[config.mk]
export PLATFORM = sky130hd
export DESIGN_NAME = config_text_tokenizer_top_flat
export DESIGN_NICKNAME = d
export VERILOG_FILES = /design/src/hdl/ctt_pkg.sv /design/src/hdl/ctt_stream_if.sv /design/src/hdl/config_text_tokenizer_top.sv /design/src/hdl/ctt_lex.sv /design/src/hdl/ctt_out_stage.sv /design/src/flat_wrapper.sv
export VERILOG_INCLUDE_DIRS = /design/src /design/src/hdl
export SDC_FILE = /design/constraint.sdc
export NUM_CORES = 1
export LEC_CHECK = 0
export BUFFER_PORTS_ARGS = -buffer_cell sky130_fd_sc_hd__buf_4
export CORE_MARGIN = 5
export CORE_UTILIZATION = 45
export DETAILED_ROUTE_END_ITERATION = 8
export GPL_TIMING_DRIVEN = 0
export PLACE_DENSITY = 0.66
export SLEW_MARGIN = 0
export SYNTH_ARGS = -nofsm -noshare
export SYNTH_HDL_FRONTEND = slang
export SYNTH_SLANG_ARGS = --single-unit
[constraint.sdc]
create_clock -name i_clk -period 2.55 [get_ports i_clk]
set_clock_uncertainty 0.15 [all_clocks]
set_input_delay 0.51 -clock i_clk [delete_from_list [all_inputs] [get_ports i_clk]]
set_output_delay 0.51 -clock i_clk [all_outputs]
set_load 0.02 [all_outputs]
[src/hdl/config_text_tokenizer_top_macros.svh]
// Assertion macros used by the tokenizer lexer (ctt_lex).
// The asserting module must have i_clk and a synchronous active-low i_rst_n.
`ifndef CONFIG_TEXT_TOKENIZER_TOP_MACROS_SVH
`define CONFIG_TEXT_TOKENIZER_TOP_MACROS_SVH

`ifndef NO_ASSERTIONS
`define CTT_ASSERT(label, ante, cons, msg) \
    label: assert property (@(posedge i_clk) disable iff (!i_rst_n) (ante) |-> (cons)) \
        else $error(msg);
`define CTT_ASSERT_NEXT(label, ante, cons, msg) \
    label: assert property (@(posedge i_clk) disable iff (!i_rst_n) (ante) |=> (cons)) \
        else $error(msg);
`else
`define CTT_ASSERT(label, ante, cons, msg)
`define CTT_ASSERT_NEXT(label, ante, cons, msg)
`endif

`endif

[src/hdl/ctt_pkg.sv]
`timescale 1ns / 1ps

package ctt_pkg;

    localparam logic ACT_DATA = 1'b0;
    localparam logic ACT_EOS  = 1'b1;

    localparam logic [7:0] CH_HASH   = 8'h23;
    localparam logic [7:0] CH_QUOTE  = 8'h22;
    localparam logic [7:0] CH_BSLASH = 8'h5C;
    localparam logic [7:0] CH_LBRACK = 8'h5B;
    localparam logic [7:0] CH_RBRACK = 8'h5D;
    localparam logic [7:0] CH_SPACE  = 8'h20;
    localparam logic [7:0] CH_NL     = 8'h0A;
    localparam logic [7:0] CH_TAB    = 8'h09;
    localparam logic [7:0] CH_COLON  = 8'h3A;
    localparam logic [7:0] CH_COMMA  = 8'h2C;

    typedef enum logic [1:0] {
        MODE_IDLE    = 2'd0,
        MODE_COMMENT = 2'd1,
        MODE_TOKEN   = 2'd2,
        MODE_ESCAPE  = 2'd3
    } t_lex_mode;

    typedef struct packed {
        logic       emit;
        logic       char_valid;
        logic [7:0] token_char;
        logic       token_end;
    } t_lex_result;

    function automatic logic is_separator(input logic [7:0] c);
        return (c == CH_SPACE) || (c == CH_NL) || (c == CH_TAB) ||
               (c == CH_COLON) || (c == CH_COMMA);
    endfunction

    function automatic logic is_bracket(input logic [7:0] c);
        return (c == CH_LBRACK) || (c == CH_RBRACK);
    endfunction

endpackage

[src/hdl/ctt_stream_if.sv]
`timescale 1ns / 1ps

interface ctt_in_if;
    logic       valid;
    logic       ready;
    logic       action;
    logic [7:0] data_byte;

    modport source (output valid, output action, output data_byte, input ready);
    modport sink   (input valid, input action, input data_byte, output ready);
endinterface

interface ctt_out_if;
    logic       valid;
    logic       ready;
    logic       char_valid;
    logic [7:0] token_char;
    logic       token_end;

    modport source (output valid, output char_valid, output token_char,
                    output token_end, input ready);
    modport sink   (input valid, input char_valid, input token_char,
                    input token_end, output ready);
endinterface

[src/hdl/config_text_tokenizer_top.sv]
`timescale 1ns / 1ps
// Channel   Dir  Payload                              Word
// i_in      in   action, data_byte                    one text byte or end of stream
// o_out     out  char_valid, token_char, token_end    zero or one per input word
//
// One input word per cycle sustained while o_out does not stall; each word is taken
// into the input register, then the lexer decodes its result into the output register.
// Reset clears lexer mode, quoted span and both valid flags.
// A word that makes no result leaves the input register even while o_out stalls;
// a word with a result waits there until the output register frees up.

module config_text_tokenizer_top (
    input  logic       i_clk,
    input  logic       i_rst_n,
    ctt_in_if.sink     i_in,
    ctt_out_if.source  o_out
);

    logic       r_s1_valid;
    logic       r_s1_action;
    logic [7:0] r_s1_byte;

    ctt_pkg::t_lex_result s1_result;
    logic                 out_free;
    logic                 s1_move;

    assign s1_move    = r_s1_valid && (!s1_result.emit || out_free);
    assign i_in.ready = !r_s1_valid || s1_move;

    always_ff @(posedge i_clk) begin
        if (!i_rst_n) begin
            r_s1_valid <= 1'b0;
        end else if (i_in.ready) begin
            r_s1_valid <= i_in.valid;
        end
    end

    always_ff @(posedge i_clk) begin
        if (i_in.valid && i_in.ready) begin
            r_s1_action <= i_in.action;
            r_s1_byte   <= i_in.data_byte;
        end
    end

    ctt_lex u_lex (
        .i_clk       (i_clk),
        .i_rst_n     (i_rst_n),
        .i_step      (s1_move),
        .i_action    (r_s1_action),
        .i_data_byte (r_s1_byte),
        .o_result    (s1_result)
    );

    ctt_out_stage u_out (
        .i_clk   (i_clk),
        .i_rst_n (i_rst_n),
        .i_load  (s1_move && s1_result.emit),
        .i_word  (s1_result),
        .o_free  (out_free),
        .o_out   (o_out)
    );

endmodule

[src/hdl/ctt_lex.sv]
`timescale 1ns / 1ps
`include "config_text_tokenizer_top_macros.svh"

module ctt_lex (
    input  logic                 i_clk,
    input  logic                 i_rst_n,
    input  logic                 i_step,
    input  logic                 i_action,
    input  logic [7:0]           i_data_byte,
    output ctt_pkg::t_lex_result o_result
);

    ctt_pkg::t_lex_mode r_mode, n_mode;
    logic               r_quoted, n_quoted;

    logic c_sep, c_brk, c_hash, c_bslash, c_quote;

    assign c_sep    = ctt_pkg::is_separator(i_data_byte);
    assign c_brk    = ctt_pkg::is_bracket(i_data_byte);
    assign c_hash   = (i_data_byte == ctt_pkg::CH_HASH);
    assign c_bslash = (i_data_byte == ctt_pkg::CH_BSLASH);
    assign c_quote  = (i_data_byte == ctt_pkg::CH_QUOTE);

    // next state
    always_comb begin
        n_mode   = r_mode;
        n_quoted = r_quoted;
        if (i_action == ctt_pkg::ACT_EOS) begin
            n_mode   = ctt_pkg::MODE_IDLE;
            n_quoted = 1'b0;
        end else begin
            unique case (r_mode)
                ctt_pkg::MODE_IDLE: begin
                    n_quoted = 1'b0;
                    if (c_hash) begin
                        n_mode = ctt_pkg::MODE_COMMENT;
                    end else if (c_sep || c_brk) begin
                        n_mode = ctt_pkg::MODE_IDLE;
                    end else if (c_bslash) begin
                        n_mode = ctt_pkg::MODE_ESCAPE;
                    end else begin
                        n_quoted = c_quote;
                        n_mode   = ctt_pkg::MODE_TOKEN;
                    end
                end
                ctt_pkg::MODE_COMMENT: begin
                    if (i_data_byte == ctt_pkg::CH_NL) begin
                        n_mode = ctt_pkg::MODE_IDLE;
                    end
                end
                ctt_pkg::MODE_TOKEN: begin
                    if (c_sep && !r_quoted) begin
                        n_mode = ctt_pkg::MODE_IDLE;
                    end else if (c_bslash) begin
                        n_mode = ctt_pkg::MODE_ESCAPE;
                    end else if (c_quote) begin
                        // closing quote ends the token
                        n_quoted = !r_quoted;
                        if (r_quoted) begin
                            n_mode = ctt_pkg::MODE_IDLE;
                        end
                    end
                end
                ctt_pkg::MODE_ESCAPE: begin
                    n_mode = ctt_pkg::MODE_TOKEN;
                end
                default: begin
                    n_mode = ctt_pkg::MODE_IDLE;
                end
            endcase
        end
    end

    // result word
    always_comb begin
        o_result = '0;
        if (i_action == ctt_pkg::ACT_EOS) begin
            o_result.emit      = (r_mode == ctt_pkg::MODE_TOKEN) ||
                                 (r_mode == ctt_pkg::MODE_ESCAPE);
            o_result.token_end = 1'b1;
        end else begin
            unique case (r_mode)
                ctt_pkg::MODE_IDLE: begin
                    if (!c_hash && !c_sep && !c_bslash) begin
                        o_result.emit       = 1'b1;
                        o_result.char_valid = 1'b1;
                        o_result.token_char = i_data_byte;
                        o_result.token_end  = c_brk;
                    end
                end
                ctt_pkg::MODE_COMMENT: begin
                    o_result = '0;
                end
                ctt_pkg::MODE_TOKEN: begin
                    if (c_sep && !r_quoted) begin
                        o_result.emit      = 1'b1;
                        o_result.token_end = 1'b1;
                    end else if (!c_bslash) begin
                        o_result.emit       = 1'b1;
                        o_result.char_valid = 1'b1;
                        o_result.token_char = i_data_byte;
                        o_result.token_end  = c_quote && r_quoted;
                    end
                end
                ctt_pkg::MODE_ESCAPE: begin
                    o_result.emit       = 1'b1;
                    o_result.char_valid = 1'b1;
                    o_result.token_char = i_data_byte;
                end
                default: begin
                    o_result = '0;
                end
            endcase
        end
    end

    always_ff @(posedge i_clk) begin
        if (!i_rst_n) begin
            r_mode   <= ctt_pkg::MODE_IDLE;
            r_quoted <= 1'b0;
        end else if (i_step) begin
            r_mode   <= n_mode;
            r_quoted <= n_quoted;
        end
    end

    // a quoted span only lives inside a token
    `CTT_ASSERT(a_quote_in_token, r_quoted,
        (r_mode == ctt_pkg::MODE_TOKEN) || (r_mode == ctt_pkg::MODE_ESCAPE),
        "quoted span outside a token")
    `CTT_ASSERT_NEXT(a_eos_clears, i_step && (i_action == ctt_pkg::ACT_EOS),
        (r_mode == ctt_pkg::MODE_IDLE) && !r_quoted,
        "end of stream did not return to idle")
    `CTT_ASSERT(a_char_end_kind, o_result.emit && o_result.char_valid && o_result.token_end,
        (o_result.token_char == ctt_pkg::CH_QUOTE) ||
        (o_result.token_char == ctt_pkg::CH_LBRACK) ||
        (o_result.token_char == ctt_pkg::CH_RBRACK),
        "token closed by an unexpected byte")

endmodule

[src/hdl/ctt_out_stage.sv]
`timescale 1ns / 1ps

module ctt_out_stage (
    input  logic                 i_clk,
    input  logic                 i_rst_n,
    input  logic                 i_load,
    input  ctt_pkg::t_lex_result i_word,
    output logic                 o_free,
    ctt_out_if.source            o_out
);

    logic       r_valid;
    logic       r_char_valid;
    logic [7:0] r_token_char;
    logic       r_token_end;

    assign o_free = !r_valid || o_out.ready;

    always_ff @(posedge i_clk) begin
        if (!i_rst_n) begin
            r_valid <= 1'b0;
        end else if (i_load) begin
            r_valid <= 1'b1;
        end else if (o_out.ready) begin
            r_valid <= 1'b0;
        end
    end

    always_ff @(posedge i_clk) begin
        if (i_load) begin
            r_char_valid <= i_word.char_valid;
            r_token_char <= i_word.token_char;
            r_token_end  <= i_word.token_end;
        end
    end

    assign o_out.valid      = r_valid;
    assign o_out.char_valid = r_char_valid;
    assign o_out.token_char = r_token_char;
    assign o_out.token_end  = r_token_end;

endmodule

[src/flat_wrapper.sv]
// flat-port wrapper written by rule: the top's interface ports become plain ports
module config_text_tokenizer_top_flat 
  (i_clk, i_rst_n, i_in_valid, i_in_action, i_in_data_byte, i_in_ready, o_out_valid, o_out_char_valid, o_out_token_char, o_out_token_end, o_out_ready);
  ctt_in_if i_in_i ();
  ctt_out_if o_out_i ();
  input  logic i_clk;
  input  logic i_rst_n;
  input wire logic [$bits(i_in_i.valid)-1:0] i_in_valid;
  input wire logic [$bits(i_in_i.action)-1:0] i_in_action;
  input wire logic [$bits(i_in_i.data_byte)-1:0] i_in_data_byte;
  output wire logic [$bits(i_in_i.ready)-1:0] i_in_ready;
  output wire logic [$bits(o_out_i.valid)-1:0] o_out_valid;
  output wire logic [$bits(o_out_i.char_valid)-1:0] o_out_char_valid;
  output wire logic [$bits(o_out_i.token_char)-1:0] o_out_token_char;
  output wire logic [$bits(o_out_i.token_end)-1:0] o_out_token_end;
  input wire logic [$bits(o_out_i.ready)-1:0] o_out_ready;
  assign i_in_i.valid = i_in_valid;
  assign i_in_i.action = i_in_action;
  assign i_in_i.data_byte = i_in_data_byte;
  assign i_in_ready = i_in_i.ready;
  assign o_out_valid = o_out_i.valid;
  assign o_out_char_valid = o_out_i.char_valid;
  assign o_out_token_char = o_out_i.token_char;
  assign o_out_token_end = o_out_i.token_end;
  assign o_out_i.ready = o_out_ready;
  config_text_tokenizer_top u_core (.i_clk(i_clk), .i_rst_n(i_rst_n), .i_in(i_in_i), .o_out(o_out_i));
endmodule
Word level (Yosys, flattened, before mapping)
Index checks and enable logic that the tools add are counted.
{"block": "totals", "mem_count": 0, "romBits": 0, "output_inout_bits": 12, "regBits": 24, "latch_bits": 0, "ramBits": 0}
{"block": "classes", "n_reduce_logical": 29, "n_div": 0, "shift": 0, "bitwise_logic": 0, "n_mux": 28, "order_cmp": 0, "add_sub_neg": 0, "eq_ne": 19, "n_mul": 0}
{"op": "$eq A8 B6 Y1 const B", "n": 5}
{"op": "$pmux W10 S4", "n": 1}
{"op": "$eq A8 B7 Y1 const B", "n": 3}
{"op": "$mux W11", "n": 2}
{"op": "$eq A8 B4 Y1 const B", "n": 2}
{"op": "$mux W2", "n": 8}
{"op": "$mux W1", "n": 13}
{"op": "$ne A3 B2 Y1 const B", "n": 4}
{"op": "$logic_or A1 B1 Y1", "n": 10}
{"op": "$ne A5 B4 Y1 const B", "n": 2}
{"op": "$mux W9", "n": 1}
{"op": "$pmux W2 S4", "n": 1}
{"op": "$logic_and A1 B1 Y1", "n": 7}
{"op": "$logic_not A1 Y1", "n": 7}
{"op": "$reduce_and A5 Y1", "n": 1}
{"op": "$eq A2 B2 Y1 const B", "n": 2}
{"op": "$pmux W1 S2", "n": 2}
{"op": "$reduce_and A4 Y1", "n": 1}
{"op": "$reduce_bool A3 Y1", "n": 1}
{"op": "$eq A2 B1 Y1 const B", "n": 1}
{"op": "$logic_not A2 Y1", "n": 1}
{"op": "$reduce_bool A2 Y1", "n": 1}

Logic depth before layout (Yosys ltp)
Gate-level depths: netlist (run 1).
{"block": "depth", "ltp_word": 16, "ltp_mapped": 7}

Hierarchy
Synthesis (run 1) repeated with hierarchy kept, for this count alone.
{"block": "hier_totals", "hier_cells": 103, "area_unflattened_um2": 1278.7}
{"mod": "ctt_lex", "seq_area_each_um2": 60.1, "cells_each": 72, "n_inst": 1, "area_per_inst_um2": 576.8}
{"mod": "config_text_tokenizer_top", "seq_area_each_um2": 290.3, "cells_each": 17, "n_inst": 1, "area_per_inst_um2": 352.8}
{"mod": "ctt_out_stage", "seq_area_each_um2": 320.3, "cells_each": 14, "n_inst": 1, "area_per_inst_um2": 349.1}

Worst setup path before layout (run 1)
No wires, ideal clock.
{"block": "synth_path", "path_type": "register -> register", "startpoint": "reg u_core.r_s1_byte[0]", "endpoint": "reg u_core.r_s1_action, enable pin", "path_buffers": 0, "synth_period_minus_slack_ps": 2394, "arrival_ps": 1863, "required_ps": 2019, "setup_slack_ps": 156, "path_stages_with_launch": 6, "setup_ps": 381, "path_cell_list": "edfxtp_1 > nand4bb_4 > nor3b_1 > a221oi_1 > a21o_1 > a31oi_1"}
{"block": "synth_via", "elab_chain_cells": 16, "word_cells_on_any_way": 27}
{"element": "from (decl)", "line_no": "config_text_tokenizer_top.sv:21", "source": "logic [7:0] r_s1_byte;"}
{"element": "from (signal assigned)", "line_no": "config_text_tokenizer_top.sv:41", "source": "r_s1_byte <= i_in.data_byte;"}
{"element": "$eq A8 B6 Y1 or $eq A8 B4 Y1 (tied branches)", "line_no": "ctt_pkg.sv:34", "source": "return (c == CH_SPACE) || (c == CH_NL) || (c == CH_TAB) ||"}
{"element": "$logic_or A1 B1 Y1 (3 in series)", "line_no": "ctt_pkg.sv:34"}
{"element": "$logic_or A1 B1 Y1", "line_no": "ctt_pkg.sv:35", "source": "(c == CH_COLON) || (c == CH_COMMA);"}
{"element": "$logic_not A1 Y1", "line_no": "ctt_lex.sv:84", "source": "if (!c_hash && !c_sep && !c_bslash) begin"}
{"element": "$logic_and A1 B1 Y1 (2 in series)", "line_no": "ctt_lex.sv:84"}
{"element": "$mux W11", "line_no": "ctt_lex.sv:84"}
{"element": "$pmux W10 S4 *", "line_no": "ctt_lex.sv:82", "source": "unique case (r_mode)"}
{"element": "$mux W1 *", "line_no": "ctt_lex.sv:77", "source": "if (i_action == ctt_pkg::ACT_EOS) begin"}
{"element": "$logic_not A1 Y1 *", "line_no": "config_text_tokenizer_top.sv:27", "source": "assign s1_move = r_s1_valid && (!s1_result.emit || out_free);"}
{"element": "$logic_or A1 B1 Y1 *", "line_no": "config_text_tokenizer_top.sv:27"}
{"element": "$logic_and A1 B1 Y1 *", "line_no": "config_text_tokenizer_top.sv:27"}
{"element": "$logic_or A1 B1 Y1 *", "line_no": "config_text_tokenizer_top.sv:28", "source": "assign i_in.ready = !r_s1_valid || s1_move;"}
{"element": "$logic_and A1 B1 Y1 *", "line_no": "config_text_tokenizer_top.sv:39", "source": "if (i_in.valid && i_in.ready) begin"}
{"element": "to (signal assigned)", "line_no": "config_text_tokenizer_top.sv:40", "source": "r_s1_action <= i_in.action;"}
{"element": "to (decl)", "line_no": "config_text_tokenizer_top.sv:20", "source": "logic r_s1_action;"}
Every way passes the cells marked *; elsewhere a longest branch is shown, timed or not.
A chain may end at the register's enable or synchronous reset.

Worst setup path after layout (run 1)
{"block": "layout_path", "startpoint": "reg u_core.r_s1_byte[0]", "endpoint": "out i_in_ready"}
{"block": "layout_via", "elab_chain_cells": 15, "word_cells_on_any_way": 26}
{"element": "$eq A8 B6 Y1 or $eq A8 B4 Y1 (tied branches)", "line_no": "ctt_pkg.sv:34"}
{"element": "$logic_or A1 B1 Y1 (3 in series)", "line_no": "ctt_pkg.sv:34"}
{"element": "$logic_or A1 B1 Y1", "line_no": "ctt_pkg.sv:35"}
{"element": "$logic_not A1 Y1", "line_no": "ctt_lex.sv:84"}
{"element": "$logic_and A1 B1 Y1 (2 in series)", "line_no": "ctt_lex.sv:84"}
{"element": "$mux W11", "line_no": "ctt_lex.sv:84"}
{"element": "$pmux W10 S4 *", "line_no": "ctt_lex.sv:82"}
{"element": "$mux W1 *", "line_no": "ctt_lex.sv:77"}
{"element": "$logic_not A1 Y1 *", "line_no": "config_text_tokenizer_top.sv:27"}
{"element": "$logic_or A1 B1 Y1 *", "line_no": "config_text_tokenizer_top.sv:27"}
{"element": "$logic_and A1 B1 Y1 *", "line_no": "config_text_tokenizer_top.sv:27"}
{"element": "$logic_or A1 B1 Y1 *", "line_no": "config_text_tokenizer_top.sv:28"}
{"element": "to (decl)", "line_no": "flat_wrapper.sv:11", "source": "output wire logic [$bits(i_in_i.ready)-1:0] i_in_ready;"}
Marked as above.

==> results.txt, run 1 <==
The antenna diode instance count is 0. The clock transition at the registers of the reported paths is 0.13 ns. The final core utilization came out at 64.7%. Summed over all nets, the switching power comes to 206 uW. The synthesized flop and latch total is 24.

The global-route usage over all layers is 13.3%. The final global-route overflow total is 0. The internal portion of the total power is 678 uW. Setup slack on the critical path of the routed design comes to -0.211 ns. The TritonCTS clock tree is yes. The final count of negative-setup-slack endpoints came out at 1. The gate count of the mapped netlist is 110. The number of DRC markers after the initial detailed-route iteration is 50. The largest buffer count on any clock path came out at 2. The net total in the final layout is 165. The width of the die is 64.3 um. After detailed routing, the average wire length per cell comes to 16.3 um.

The total area inside the core boundary comes to 2780 um2. The number of enable flip-flop cells after synthesis came out at 19. The synthesis warning total came out at 0. Setup repair after global routing could not meet its margin everywhere. The worst setup path is captured at a primary output.

The ratio of routed vias to standard cells is 5.90. The most used flip-flop cell after synthesis is sky130_fd_sc_hd__edfxtp_1. The sequential cell area fraction in the yosys report is 50.6%. The via count of the first global-routing pass came out at 952. The fmax came out at 0.362 GHz. The count of cell types in the netlist came out at 51. The fraction of power consumed by the clock network came out at 31.3%.

The total half-perimeter wirelength after legalization and detailed placement came out at 1920 um. The final cell count without fillers is 182. For the pin with the worst max-slew slack, the measured transition is 0.535 ns.

The cell family contributing the most delay on the critical path is flip-flops. The final period demand of the worst path came out at 2.76 ns. The mean instance size in the synthesized netlist came out at 12.0 um2. Dividing the final minimum period by the clock period gives 108%. The total via count in the routed design came out at 1073. The worst path required time is 1.89 ns. The maximum fanout along the worst path came out at 3.

The async set-or-reset flop fraction in the synthesized netlist came out at 0%. The combinational fraction of design power came out at 16.9%. The data arrival time of the worst path is 2.10 ns.

The max-capacitance violation count is 0. The remaining design rule violation count came out at 0. Synthesis produced a netlist with a net count of 123.

The worst slew margin relative to its limit came out at 64.2%. Fill cells in the final layout number 205. The signal on the critical path passes through xnor2_2, mux2_4, a221oi_4, a21o_1, nand3_2, buf_6. Compared with the post-synthesis result, the final layout area differs by 35.9%.

The number of detailed-route iterations in the first pass is 4. The worst setup path is of the flip-flop to primary output kind. The height of the chip came out at 64.3 um. The level count of the clock H-tree came out at 1. The leakage dissipation came out at 0.660 nW. The number of placed I/O pins is 25. The fraction of layout cells with a size suffix above 1 came out at 47.0%. The final reports fail on setup timing. The worst slack after detailed placement came out at -0.191 ns.

The summed instance area of the synthesized netlist is 1330 um2. The post-placement cell count came out at 165. The number of buffers and inverters on the critical path is 1. The largest voltage drop on the vdd net came out at 0.000566 V.

The hold violation total from the final report was 0. The flow ran to the end, but the final reports show violations. The final antenna-violating net count is 0.

The clock root buffer is sky130_fd_sc_hd__clkbuf_4. The final weighted congestion in routability-driven placement came out at 0.842. The power density normalized to cell area is 491 nW/um2. On the worst path, the slowest cell contributes a delay of 0.49 ns. The sequential cell fraction of total power came out at 51.8%.

The first global-routing pass estimated 4450 um of wire. The net switching fraction of the power is 23.3%. The clock buffer count from CTS is 3. The sort of element at the start of the critical path is a flip-flop. The slowest stage of the critical path is the sky130_fd_sc_hd__edfxtp_1 cell. Input and output buffers added on the ports amount to 24. The max-slew violation total from the final report is 0. The total of hold buffers inserted after clock tree synthesis is 0. The final wirelength came out at 2970 um.

The clock latency reported for the late side of the worst-skew pair is 0.32 ns. The die covers 4130 um2. The largest net degree at the start of global routing is 15.

The site row count came out at 19. In this run the worst hold path is classified as input port to flip-flop. The total clock sinks is 24. The initial utilization of the core area, before any placement, comes to 47.6%. The number of antenna violations at the first check in global routing is 0.
[power groups by stage]
| stage | Combinational [mW] | Clock (mW) | Sequential [mW] |
|---|---|---|---|
| final | 0.149 | 0.277 | 0.458 |
| after CTS | 0.131 | 0.283 | 0.457 |
| after global placement | 0.116 | 0 | 0.466 |
| after floorplan | 0.0706 | 0 | 0.472 |
| after global routing | 0.160 | 0.295 | 0.460 |
| after detailed placement | 0.118 | 0 | 0.466 |
[metal layers]
metal,vias to the layer above,part of all wire (%),GRT usage (%)
li1,521,-,-
met1,514,42,17.2
met2,34,51,22.8
met3,4,5.5,2.28
met4,0,1.0,3.82
met5,-,0,0
[layout make-up]
| class | count | area (um2) | area share (%) |
|---|---|---|---|
| buffer | 5 | 47.5 | 2.64 |
| clock buffer | 3 | 22.5 | 1.25 |
| clock inverter | 1 | 30.0 | 1.67 |
| inverter | 3 | 11.3 | 0.625 |
| multi-input combinational | 78 | 698 | 38.8 |
| sequential | 24 | 671 | 37.2 |
| tap | 31 | 38.8 | 2.15 |
| timing repair buffer | 37 | 282 | 15.6 |
[Yosys cell counts, types with 2 or more instances]
library cell | number | area share [%]
sky130_fd_sc_hd__edfxtp_1 | 19 | 43
sky130_fd_sc_hd__nor3b_1 | 9 | 5.1
sky130_fd_sc_hd__nor2_1 | 6 | 1.7
sky130_fd_sc_hd__dfxtp_1 | 5 | 7.6
sky130_fd_sc_hd__nand2_1 | 5 | 1.4
sky130_fd_sc_hd__a31oi_1 | 4 | 1.9
sky130_fd_sc_hd__xnor2_1 | 4 | 2.6
sky130_fd_sc_hd__and3_1 | 3 | 1.4
sky130_fd_sc_hd__inv_1 | 3 | 0.85
sky130_fd_sc_hd__nand3_1 | 3 | 1.1
sky130_fd_sc_hd__nor2b_1 | 3 | 1.4
sky130_fd_sc_hd__a21oi_1 | 2 | 0.76
sky130_fd_sc_hd__and2b_2 | 2 | 1.3
sky130_fd_sc_hd__buf_4 | 2 | 1.1
sky130_fd_sc_hd__nand4_1 | 2 | 0.94
sky130_fd_sc_hd__o211ai_1 | 2 | 1.1
sky130_fd_sc_hd__o41ai_1 | 2 | 1.3
[kinds of logic after synthesis]
family / Yosys count / share of synthesized area, %
AO/OA/AOI/OAI: 25 / 16.4
multiplexers: 1 / 0.850
buffers and inverters: 8 / 4.15
XOR/XNOR: 4 / 2.64
AND/OR/NAND/NOR: 48 / 25.3
flip-flops: 24 / 50.6
[per-stage QoR]
stage / total power [mW] / area [um2] / setup TNS, ns / hold slack, ns
2_1_floorplan: 0.542 / 1330 / 0 / 0.339
3_3_place_gp: 0.582 / 1540 / -2.45 / 0.396
3_5_place_dp: 0.584 / 1540 / -2.40 / 0.399
4_1_cts: 0.871 / 1680 / -1.52 / 0.199
5_1_grt: 0.915 / 1800 / -0.334 / 0.184
6_report: 0.884 / 1800 / -0.211 / 0.205
[cell usage in the layout, fill, tap and decap left out, drive strengths merged, types with 3 or more instances in the layout]
cell and instances:
buf 40, edfxtp 19, nor3b 9, nor2 6
nand2 5, dfxtp 5, clkbuf 5, and3 4
xnor2 4, a31oi 4, o211ai 4, inv 3
nor2b 3, nand3 3
[registers in the layout, summed over array words and instances (netlist names)]
name and count:
u_core.u_out.o_out.token_end 1, u_core.u_lex.r_quoted 1, u_core.r_s1_byte 8, u_core.r_s1_valid 1, u_core.r_s1_action 1, u_core.u_out.o_out.char_valid 1, u_core.u_out.o_out.token_char 8, u_core.u_out.o_out.valid 1
u_core.u_lex.r_mode 2
[final timing paths]
check,start,endpoint,slack (ns),depth (start not counted)
setup / recovery,u_core.r_s1_byte[0],i_in_ready,-0.21,6
hold / removal,i_in_data_byte[1],u_core.r_s1_byte[1],0.20,1
setup reg to reg,u_core.r_s1_byte[3],u_core.u_out.o_out.token_char[2],0.10,8
hold reg to reg,u_core.u_lex.r_quoted,u_core.u_lex.r_quoted,0.44,1
[repair_timing]
item	CTS	global route
resized for setup	10	10
endpoints found under the setup margin	20	29
gates cloned	0	0
pin swaps	3	2
setup buffers	4	9
Note: power is estimated with default switching activity, not from simulation.
==> run 2, diff against run 1 <==
CORE_UTILIZATION = 49   (was 45)
PLACE_DENSITY = 0.71   (was 0.66)
==> run 2 against run 1 <==
The flow still finishes with violations (setup timing). Sequential share of layout area grew 2.0 points. Worst hold slack gained 0.0021 ns. Critical path depth is the same. Die area shrank 6.9%. Clock-buffer cell count grew 1. Sequential power is essentially flat. Wire length grew 1.8%. Critical path type unchanged. Critical endpoint unchanged. Highest routed layer unchanged.
==> results.txt, run 2 (synthesized netlist as in run 1, its figures left out) <==
The data arrival time of the worst path came out at 2.09 ns (about the same). The final antenna-violating net count is 0 (unchanged). The maximum fanout along the worst path came to 3 (unchanged). The clock transition at the registers of the reported paths came out at 0.13 ns (about the same). The final period demand of the worst path is 2.75 ns (-0.00677 ns). The largest stage delay on the critical path is 0.52 ns (+0.03 ns). The worst setup path is captured at a primary output. The count of input and output buffers is 24 (unchanged).

The cell area after placement is 1540 um2 (about the same). The fraction of layout cells with a size suffix above 1 is 41.3% (-5.8 points). The most critical setup path has its endpoint at i_in_ready.

The largest voltage drop on the vdd net came out at 0.000426 V (-25%). The final wirelength is 3020 um (+1.8%). The worst setup margin came out at -0.205 ns (+0.00677 ns). The checks that failed: setup timing.

The final sum of negative setup slack was -0.457 ns (-0.246 ns). The total stage count of the critical path is 6 (unchanged). The sequential cell fraction of total power came out at 59.1% (+7.3 points). The final total power was 776 uW (-12%). The post-placement cell count is 164 (-0.61%). The net total in the final layout is 157 (-4.8%). The remaining design rule violation count came to 0 (unchanged).

The TritonCTS clock tree is yes. The power density normalized to cell area was 455 nW/um2 (-7.4%). The total half-perimeter wirelength after legalization and detailed placement came to 2080 um (+8.2%). The run finished, with violations left. The largest net degree at the start of global routing is 14 (-1).

Setup repair after global routing could not meet its margin everywhere. The final count of negative-setup-slack endpoints is 10 (+9). The worst setup path is of the flip-flop to primary output kind. The cell internal power dissipation is 575 uW (-15%). The worst path buffer plus inverter count came out at 1 (unchanged).

The post-layout instance area came to 1710 um2 (-5.2%). The library cells used most frequently in the layout, excluding fill and tap cells, are sky130_fd_sc_hd__buf_4, sky130_fd_sc_hd__edfxtp_1, sky130_fd_sc_hd__nor3b_1, sky130_fd_sc_hd__nor2_1. For this design, the slowest cell found on the critical path is sky130_fd_sc_hd__edfxtp_1.

The total clock sinks was 24 (unchanged). The starting utilization of the core area is 52.5% (+4.9 points). The register cell area after layout was 671 um2 (unchanged). The antenna diode instance count came out at 0 (unchanged). met2 is the most crowded layer. The wire length of the first global-routing pass was 4640 um (+4.3%). The largest buffer count on any clock path was 2 (unchanged). The routed length per placed instance came out at 17.5 um (+7.1%). The net switching fraction of the power is 25.9% (+2.6 points).

The critical path goes through xnor2_4, mux2_4, a221oi_4, a21o_1, nand3_2, buf_6. The site row count was 18 (-1). The worst hold path class is input port to flip-flop. The number of antenna violations at the first check in global routing came out at 0 (unchanged). The final weighted congestion in routability-driven placement came out at 0.873 (+3.7%). The number of detailed-route iterations in the first pass is 4 (unchanged). The length in cells of the worst reg-to-reg path was 7 (-1).

The end of the worst register-to-register path is u_core.r_s1_byte[5]. The setup slack on the worst flop-to-flop path is -0.03 ns (-0.13 ns). The final cell count without fillers is 173 (-4.9%). The hold violation total from the final report came out at 0 (unchanged). The number of DRC markers after the initial detailed-route iteration came out at 37 (-26%). The fmax came out at 0.363 GHz (+0.25%). STA classifies the critical path startpoint as a flip-flop.

The via count of the first global-routing pass came out at 994 (+4.4%). The placeable core region came out at 2520 um2 (-9.3%). The global-route usage over all layers is 17.2% (+3.8 points). The level count of the clock H-tree was 1 (unchanged). The clock buffer count from CTS came out at 3 (unchanged). The leakage dissipation is 0.604 nW (-8.5%). The die outline area was 3840 um2 (-6.9%). The clock latency reported for the late side of the worst-skew pair came to 0.32 ns (about the same). The met2 usage came out at 29.1% (+6.4 points).

The final cycle utilization of the critical path came out at 108% (-0.27 points). The total via count in the routed design was 1042 (-2.9%). The worst slew margin relative to its limit came out at 63.6% (-0.63 points). The filler cell count in the final layout is 201 (-2.0%). The footprint of the multi-input gates came out at 692 um2 (-0.90%). The combinational fraction of design power is 18.3% (+1.4 points). The met3 layer usage reported by global route is 3.10% (+0.82 points). The clock root buffer is sky130_fd_sc_hd__clkbuf_4. Compared with the post-synthesis result, the final layout area differs by 28.8%. The library cell used most frequently in the layout, excluding fill and tap cells, is sky130_fd_sc_hd__buf_4. The number of placed I/O pins came to 25 (unchanged).

The switching power is 201 uW (-2.3%). The final global-route overflow total is 0 (unchanged). The fraction of power consumed by the clock network was 22.7% (-8.6 points). The worst path required time came out at 1.89 ns (about the same). The width of the die came out at 62 um (-3.5%). The timing startpoint of the critical path is u_core.r_s1_byte[0]. The ratio of routed vias to standard cells came out at 6.02 (+2.2%). The height of the chip came out at 62 um (-3.5%). The max-capacitance violation count is 0 (unchanged). The family with the most delay on the worst path is flip-flops. The met1 routing resource usage after global routing came to 20.5% (+3.3 points). The reg-to-reg critical path startpoint is u_core.r_s1_byte[0].

The max-slew violation total from the final report came out at 0 (unchanged). The measured slew at the worst slew-check pin is 0.544 ns (+0.00857 ns).
run 2: what timing repair did:
action / 4_1_cts / 5_1_grt
endpoints found under the setup margin: 21 / 30
gates resized for setup: 12 / 5
pin swaps: 3 / 2
buffers inserted: 5 / 0
hold buffers: 0 / 0
run 2: per-stage QoR:
stage                     worst slack [ns]  hold slack [ns]  util (%)
final                               -0.205            0.207      67.7
after floorplan                      0.156            0.339         -
after detailed placement            -0.224            0.385      61.2
after global routing                -0.254            0.179      67.7
after global placement              -0.161            0.388      61.2
after CTS                           -0.184            0.202      66.7
run 2: how the worst min path moves through the flow:
stage / startpoint / endpoint / depth (start not counted)
2_1_floorplan: u_core.u_lex.r_quoted / u_core.u_lex.r_quoted / 1
3_3_place_gp: u_core.u_lex.r_quoted / u_core.u_lex.r_quoted / 1
3_5_place_dp: u_core.u_lex.r_quoted / u_core.u_lex.r_quoted / 1
4_1_cts: i_in_data_byte[4] / u_core.r_s1_byte[4] / 1
5_1_grt: i_in_data_byte[6] / u_core.r_s1_byte[6] / 1
6_report: i_in_data_byte[3] / u_core.r_s1_byte[3] / 1
run 2: worst register-to-register path, stage by stage (launching register included):
cell and delay [ns]:
sky130_fd_sc_hd__edfxtp_1 0.52, sky130_fd_sc_hd__buf_4 0.21, sky130_fd_sc_hd__nor2b_2 0.19, sky130_fd_sc_hd__and4b_2 0.30, sky130_fd_sc_hd__a221oi_4 0.05, sky130_fd_sc_hd__a21o_1 0.20
sky130_fd_sc_hd__buf_4 0.14, sky130_fd_sc_hd__a31oi_2 0.48
run 2: metal layers:
layer	part of all wire (%)	up-vias
met4	2.7	0
met2	51	31
met3	4.7	6
met5	0	-
met1	41	499
li1	-	506
run 2: final cells by class:
cell class / instances / area share [%]
Timing Repair Buffer: 29 / 13.0
Buffer: 5 / 2.79
Sequential cell: 24 / 39.3
Clock buffer: 4 / 1.54
Tap cell: 30 / 2.20
Inverter: 3 / 0.660
Multi-Input combinational cell: 78 / 40.5
run 2: power groups by stage:
stage                     logic, mW  registers [mW]  clock network (mW)
final                         0.142           0.458               0.176
after detailed placement      0.119           0.466                   0
after global routing          0.153           0.461               0.200
after CTS                     0.138           0.458               0.178
after global placement        0.116           0.465                   0
after floorplan              0.0706           0.472                   0
